<file path="src/rtl/rtkf_pkg.sv">
package rtkf_pkg;

  localparam int KEY_FIELDS = 4;
  localparam int DEF_MAX_KEYS = 4;
  localparam int DEF_MAX_KEEP = 64;
  localparam logic [63:0] SIGN64 = 64'h8000_0000_0000_0000;

  // Register indexes of the configuration port
  localparam logic [7:0] REG_KEEP_COUNT = 8'd0;
  localparam logic [7:0] REG_KEY_COLUMNS = 8'd1;
  localparam logic [7:0] REG_KEY_KINDS = 8'd2;
  localparam logic [7:0] REG_DESC_MASK = 8'd3;

  localparam logic [1:0] KIND_SIGNED = 2'd0;
  localparam logic [1:0] KIND_UNSIGNED = 2'd1;
  localparam logic [1:0] KIND_FLOAT32 = 2'd2;
  localparam logic [1:0] KIND_FLOAT64 = 2'd3;

  typedef enum logic [1:0] {
    CMP_LT,
    CMP_EQ,
    CMP_GT
  } cmp_t;

  typedef enum logic [2:0] {
    ST_IDLE,
    ST_SCAN_RD,
    ST_SCAN_CMP,
    ST_DECIDE,
    ST_SHIFT_RD,
    ST_SHIFT_WR,
    ST_PLACE,
    ST_DONE
  } state_t;

  typedef struct packed {
    logic accept;
    logic scan_rd;
    logic scan_cmp;
    logic decide;
    logic shift_rd;
    logic shift_wr;
    logic place;
  } ctl_cmd_t;

  typedef struct packed {
    logic keep_row;
    logic room;
    logic scan_last;
    logic evict;
    logic shift_end;
  } ctl_sts_t;

  typedef logic [KEY_FIELDS-1:0][63:0] key_set_t;

  function automatic cmp_t cmp_u(input logic [63:0] a, input logic [63:0] b);
    cmp_t r;
    if (a > b) r = CMP_GT;
    else if (a < b) r = CMP_LT;
    else r = CMP_EQ;
    return r;
  endfunction

  function automatic logic [63:0] float_ord(input logic [63:0] bits, input logic wide,
                                            output logic nan);
    logic sign;
    logic [63:0] mag;
    if (wide) begin
      sign = bits[63];
      mag = {1'b0, bits[62:0]};
      nan = mag > 64'h7FF0_0000_0000_0000;
    end else begin
      sign = bits[31];
      mag = {33'd0, bits[30:0]};
      nan = mag > 64'h0000_0000_7F80_0000;
    end
    return sign ? (SIGN64 - mag) : (SIGN64 + mag);
  endfunction

  function automatic cmp_t cmp_field(input logic [1:0] kind, input logic an,
                                     input logic [63:0] av, input logic bn,
                                     input logic [63:0] bv);
    cmp_t r;
    logic anan, bnan;
    logic [63:0] ao, bo;
    anan = 1'b0;
    bnan = 1'b0;
    ao = float_ord(av, kind == KIND_FLOAT64, anan);
    bo = float_ord(bv, kind == KIND_FLOAT64, bnan);
    if (an || bn) begin
      if (an && bn) r = CMP_EQ;
      else r = an ? CMP_LT : CMP_GT;
    end else begin
      case (kind)
        KIND_SIGNED: r = cmp_u(av ^ SIGN64, bv ^ SIGN64);
        KIND_UNSIGNED: r = cmp_u(av, bv);
        default: begin
          if (anan && bnan) r = CMP_EQ;
          else if (anan) r = CMP_LT;
          else if (bnan) r = CMP_GT;
          else r = cmp_u(ao, bo);
        end
      endcase
    end
    return r;
  endfunction

  // Directed lexicographic order over the first nk keys
  function automatic cmp_t cmp_keys(input key_set_t ak, input logic [3:0] an,
                                    input key_set_t bk, input logic [3:0] bn,
                                    input logic [2:0] nk, input logic [7:0] kinds,
                                    input logic [3:0] desc);
    cmp_t r, c;
    r = CMP_EQ;
    for (int i = 0; i < KEY_FIELDS; i++) begin
      c = cmp_field(kinds[2*i +: 2], an[i], ak[i], bn[i], bk[i]);
      if (r == CMP_EQ && 3'(i) < nk && c != CMP_EQ) begin
        if (desc[i]) r = (c == CMP_LT) ? CMP_GT : CMP_LT;
        else r = c;
      end
    end
    return r;
  endfunction

endpackage

</file>
<file path="src/rtl/rtkf_ctrl.sv">
module rtkf_ctrl (
  input  logic              clk,
  input  logic              rst,
  input  logic              start,
  input  rtkf_pkg::ctl_sts_t sts,
  output rtkf_pkg::ctl_cmd_t cmd,
  output logic              busy,
  output logic              done
);

  rtkf_pkg::state_t state, state_next;

  always_ff @(posedge clk) begin
    if (rst) state <= rtkf_pkg::ST_IDLE;
    else state <= state_next;
  end

  always_comb begin
    state_next = state;
    unique case (state)
      rtkf_pkg::ST_IDLE: begin
        if (start) begin
          if (!sts.keep_row) state_next = rtkf_pkg::ST_DONE;
          else if (sts.room) state_next = rtkf_pkg::ST_PLACE;
          else state_next = rtkf_pkg::ST_SCAN_RD;
        end
      end
      rtkf_pkg::ST_SCAN_RD: state_next = rtkf_pkg::ST_SCAN_CMP;
      rtkf_pkg::ST_SCAN_CMP: begin
        state_next = sts.scan_last ? rtkf_pkg::ST_DECIDE : rtkf_pkg::ST_SCAN_RD;
      end
      rtkf_pkg::ST_DECIDE: begin
        state_next = sts.evict ? rtkf_pkg::ST_SHIFT_RD : rtkf_pkg::ST_DONE;
      end
      rtkf_pkg::ST_SHIFT_RD: begin
        state_next = sts.shift_end ? rtkf_pkg::ST_PLACE : rtkf_pkg::ST_SHIFT_WR;
      end
      rtkf_pkg::ST_SHIFT_WR: state_next = rtkf_pkg::ST_SHIFT_RD;
      rtkf_pkg::ST_PLACE: state_next = rtkf_pkg::ST_DONE;
      rtkf_pkg::ST_DONE: state_next = rtkf_pkg::ST_IDLE;
      default: state_next = rtkf_pkg::ST_IDLE;
    endcase
  end

  always_comb begin
    cmd = '0;
    busy = 1'b1;
    done = 1'b0;
    unique case (state)
      rtkf_pkg::ST_IDLE: begin
        busy = 1'b0;
        cmd.accept = start;
      end
      rtkf_pkg::ST_SCAN_RD: cmd.scan_rd = 1'b1;
      rtkf_pkg::ST_SCAN_CMP: cmd.scan_cmp = 1'b1;
      rtkf_pkg::ST_DECIDE: cmd.decide = 1'b1;
      rtkf_pkg::ST_SHIFT_RD: cmd.shift_rd = 1'b1;
      rtkf_pkg::ST_SHIFT_WR: cmd.shift_wr = 1'b1;
      rtkf_pkg::ST_PLACE: cmd.place = 1'b1;
      rtkf_pkg::ST_DONE: done = 1'b1;
      default: busy = 1'b1;
    endcase
  end

  a_done_one_cycle: assert property (@(posedge clk) disable iff (rst)
    done |=> !done) else $error("result strobe longer than one cycle");
  a_no_accept_busy: assert property (@(posedge clk) disable iff (rst)
    cmd.accept |=> busy) else $error("busy not raised after accept");
  a_scan_pairs: assert property (@(posedge clk) disable iff (rst)
    cmd.scan_rd |=> cmd.scan_cmp) else $error("scan read not followed by compare");

endmodule

</file>
<file path="config.mk">
export PLATFORM = sky130hd
export DESIGN_NAME = rtkf_ctrl
export DESIGN_NICKNAME = d
export VERILOG_FILES = /design/src/rtl/rtkf_pkg.sv /design/src/rtl/rtkf_ctrl.sv
export SDC_FILE = /design/constraint.sdc
export NUM_CORES = 1
export LEC_CHECK = 0
export ABC_CLOCK_PERIOD_IN_PS = 3400
export BUFFER_PORTS_ARGS = -buffer_cell sky130_fd_sc_hd__buf_2
export CORE_AREA = 4 4 41 43
export CTS_CLUSTER_DIAMETER = 200
export DETAILED_ROUTE_END_ITERATION = 6
export DIE_AREA = 0 0 45 47
export SLEW_MARGIN = 25
export SYNTH_ARGS = -nofsm -noshare
export SYNTH_HDL_FRONTEND = slang
export SYNTH_SLANG_ARGS = --single-unit
</file>
<file path="constraint.sdc">
create_clock -name clk -period 3.4 [get_ports clk]
set_clock_uncertainty 0.05 [all_clocks]
set_input_delay 0.68 -clock clk [delete_from_list [all_inputs] [get_ports clk]]
set_output_delay 0.68 -clock clk [all_outputs]
set_load 0.02 [all_outputs]
</file>
After elaboration in Yosys (flattened, before gate mapping)
Index checks and enable logic that the tools add are counted.
{ "classes": {"n_eq_ne": 8, "muxes": 16, "n_reduce_logical": 1} }
{ "op_table": {"columns": ["cell", "count"], "rows": [
  ["3-bit case mux with 8 select lines", 1],
  ["3-bit == test (second input constant)", 4],
  ["1-bit two-way mux", 9],
  ["3-bit two-way mux", 3],
  ["3-bit by 2-bit == test with 1-bit output (second input constant)", 2],
  ["2-bit two-way mux", 3],
  ["3-bit by 1-bit == test with 1-bit output (second input constant)", 1],
  ["3-bit zero test", 1],
  ["2-bit inequality test (second input constant)", 1]
]} }
{ "totals": {"reg_bits": 3, "inputBits": 8, "out_inout_bits": 9, "word_cells": 26} }

Longest topological paths before layout
{ "logic_depth": {"ltp_word": 4, "depth_mapped": 4, "ltp_nobuf": 3} }

Least setup slack after synthesis
No wires, ideal clock.
{ "synth_path": {"path_kind": "flip-flop to output port", "start": "reg state[2]", "end": "out cmd[1] (netlist bit)", "arrival_time_ns": 1.056, "required_ns": 2.670, "path_slack_ns": 1.614, "path_stages_with_launch": 3, "path_buffers": 1, "cell_sequence": "dfxtp_1 buf_2 nor3b_1"} }
{ "synth_lines": {"columns": ["element", "line_no", "source"], "rows": [
  ["from (decl)", "rtkf_ctrl.sv:11", "rtkf_pkg::state_t state, state_next;"],
  ["from (signal assigned)", "rtkf_ctrl.sv:14", "if (rst) state <= rtkf_pkg::ST_IDLE;"],
  ["from (signal assigned)", "rtkf_ctrl.sv:15", "else state <= state_next;"],
  ["to (decl)", "rtkf_ctrl.sv:6", "output rtkf_pkg::ctl_cmd_t cmd,"]
]} }

==> metrics.md <==
| Metric | Value |
|---|---|
| Worst Path Buf+Inv | 2 |
| Top post-synthesis cells by area | dfxtp_1, a21oi_1, and3_1 |
| Setup TNS | 0 ns |
| Area growth syn-to-layout | 37.6% |
| CTS tree | yes |
| Slew Viols, Final | 0 |
| Maximum clock frequency | 0.490 GHz |
| Period utilisation layout | 0.600 |
| Crit path max fanout | 10 |
| Met3 track demand over resource | 0.0268 |
| Leak | 0.190 nW |
| Drt wl/cell | 10.4 µm |
| CP cell instances | inv_1, nor3b_1, buf_2 |
| CTS max path bufs | 2 |
| Hpwl dp | 552 µm |
| Sw Pwr | approximately 0.17 mW |
| Max-Slew Margin vs Limit | 0.743 |
| Via count | 309 |
| Max-Cap Viols | 0 |
| Row cnt | 13 |
| RSZ-0062 raised after global routing | no |
| Vias in the first global route | ~290 |
| Required time worst endpoint | 2.67 ns |
| Largest family of logic cells by synthesized area | simple AND/OR/NAND/NOR gates |
| Fin. Hold Viols | 0 |
| Gr usage total | 0.0765 |
| Post-CTS sizing | 0 |
| Drt first pass iters | 3 |
| Top reg by flops | state |
| Combinational Power Share | 0.550 |
| Peak supply drop | 0.000203 V |
| Adder-cell area share of the yosys netlist | 0 |
| Core Box Area | 1300 µm² |
| Netlist cell types | 21 |
| Post-DRT Antenna Nets | 0 |
| Filler cell count in the final layout | 162 |
| Synth top cells by count | a21oi_1, and3_1, dfxtp_1, nor2_1, nor2b_1 |
| Mux cell area share after synthesis | 0 |
| Critical path capture point type | primary output |
| Post-synthesis sequential area ratio | 0.217 |
| CP peak stage delay | 0.49 ns |
| Synth Area in XOR/XNOR | 0.0317 |
| Register area | 60.1 µm² |
| Synth async-reset ratio | 0 |
| DRT iter0 DRCs | 8 |
| Met2 GRT Util | 0.116 |
| Slowest stage cell, crit path | dfxtp_1 |
| Clock-pin slew on the worst setup and hold paths | 0.04 ns |
| Largest area contributor in the netlist | dfxtp_1 |
| Power consumption | around 0.35 mW |
| Mapped Area | 277 µm² |
| GRT Residual Overflow | 0 |
| Top Family by Delay on Critical Path | flip-flops |
| Pwr/cell area | 913 nW/µm² |
| Worst setup path class | register to primary output |
| Post-DR vias/cell | roughly 4.5 |
| Global-route wire length before repair | roughly 1100 µm |
| Syn Area/Cell | 7.47 µm² |
| Share of power burned in registers | 0.271 |
| Num ports | 17 |
| Int Pwr | between 0.15 and 0.2 mW |
| Simple-Gate Fraction of Synth Area | 0.394 |
| Main synth FF type | dfxtp_1 |
| Startpoint class of the critical path | register |
| Multi-input logic area | 188 µm² |
| Initial antenna violation count | 0 |
| Starting Density | 0.212 |
| Synth Register Bits | 3 |
| Sink Count | 3 |
| GRT Max-Usage Layer | met2 |
| Setup Fix Bufs, Post-CTS | 0 |
| Clock Latency Late Sink | 0.23 ns |
| Worst Max-Slew Pin Slew | roughly 0.38 ns |
| Syn Inst Count | 37 |
| Syn_nets | 45 |
| Largest register FFs | 3 |
| DRC | 0 |
| Chip Width | 45 µm |
| Buffers added on ports | 16 |
| Clock share of power | 0.180 |
| Die area | 2120 µm² |
| Share of the synthesized area in the top cell type | 0.217 |
| Cts hold-fix bufs | 0 |
| Largest net degree at the start of global routing | 14 |
| Gp weighted congestion | 0.685 |
| Top Registers | state x3 |
| Number of enable flip-flop cells after synthesis | 0 |
| Most frequent cell after synthesis | a21oi_1 |
| Antenna Cells | 0 |
| Share of cells above drive strength 1 | 0.389 |
| Die Y | 47 µm |
| Yosys warns | 0 |
| Met1 GRT Util | 0.0837 |
| Fin crit period | 2.04 ns |
| Endpoints failing setup | 0 |
| H-Tree Depth | 1 |
| Outcome | finished, final reports clean |
| Total CTS buffers | 3 |
| Switching part of the total | 0.488 |
| Final #Nets | 63 |
| WP data arrival | 1.31 ns |
| Root Buffer | clkbuf_4 |
| WL final | roughly 700 µm |
| Hold WC Path Type | register to register |
| Compound-Gate Fraction of Synth Area | 0.253 |
[kinds of logic after synthesis]
group,after synthesis
and+or+nand+nor,18
buffers and inverters,5
xor gates and xnor gates,1
AOI/OAI and AO/OA,10
DFF,3
[worst min-delay path: stages (launching register included)]
cell,delay (ns)
dfxtp_1,0.41
a21oi_1,0.16
nor3_1,0.05
[per-stage QoR]
| step | hold WS, ns | cells | utilization | cell area (µm²) | setup WS [ns] |
|---|---|---|---|---|---|
| after detailed placement | 0.612 | 65 | 0.272 | 354 | 1.56 |
| after floorplan | 0.499 | 37 | - | 277 | 1.61 |
| after global placement | 0.608 | 65 | 0.272 | 354 | 1.57 |
| after CTS | 0.620 | 69 | 0.292 | 380 | 1.35 |
| after global routing | 0.678 | 69 | 0.292 | 380 | 1.22 |
| final | 0.623 | 69 | 0.292 | 380 | 1.36 |
[cells in the final DEF, fill, tap and decap left out, types with 2 or more instances in the layout]
cell type	netlist	routed
nor2b_1	3	3
o21ai_0	2	2
dfxtp_1	3	3
clkbuf_4	0	3
a21oi_1	4	4
nor3b_1	2	2
nor3_1	2	2
buf_2	2	16
inv_1	2	2
and3_1	3	3
nor2_1	3	3
[per-layer routing]
layer  wire length, µm  up-vias
met5                 0        -
met4                 0        0
met3                60        0
met2               339        9
met1               317      135
li1                  -      165
[final timing paths]
check / start / end / slack [ns] / cells past startpoint
hold reg to reg: state[1] / state[0] / 0.62 / 2
setup / recovery: state[0] / cmd[1] / 1.36 / 3
setup reg to reg: state[2] / state[1] / 2.17 / 3
hold / removal: state[1] / state[0] / 0.62 / 2
[layout make-up]
type                    instances  share of cell area
repair buffers                 16               0.211
inverters                       2              0.0197
well taps                      15              0.0493
flip-flops and latches          3               0.158
clock buffers                   4              0.0691
multi-input cells              29               0.493
[power by group through the flow]
stage	clock network, mW	logic, mW	registers, mW
floorplan	0	0.186	0.0591
global placement	0	0.191	0.0938
detailed placement	0	0.192	0.0947
CTS	0.0657	0.192	0.0940
global route	0.0686	0.208	0.101
finish	0.0623	0.191	0.0940
Note: power is estimated with default switching activity, not from simulation.
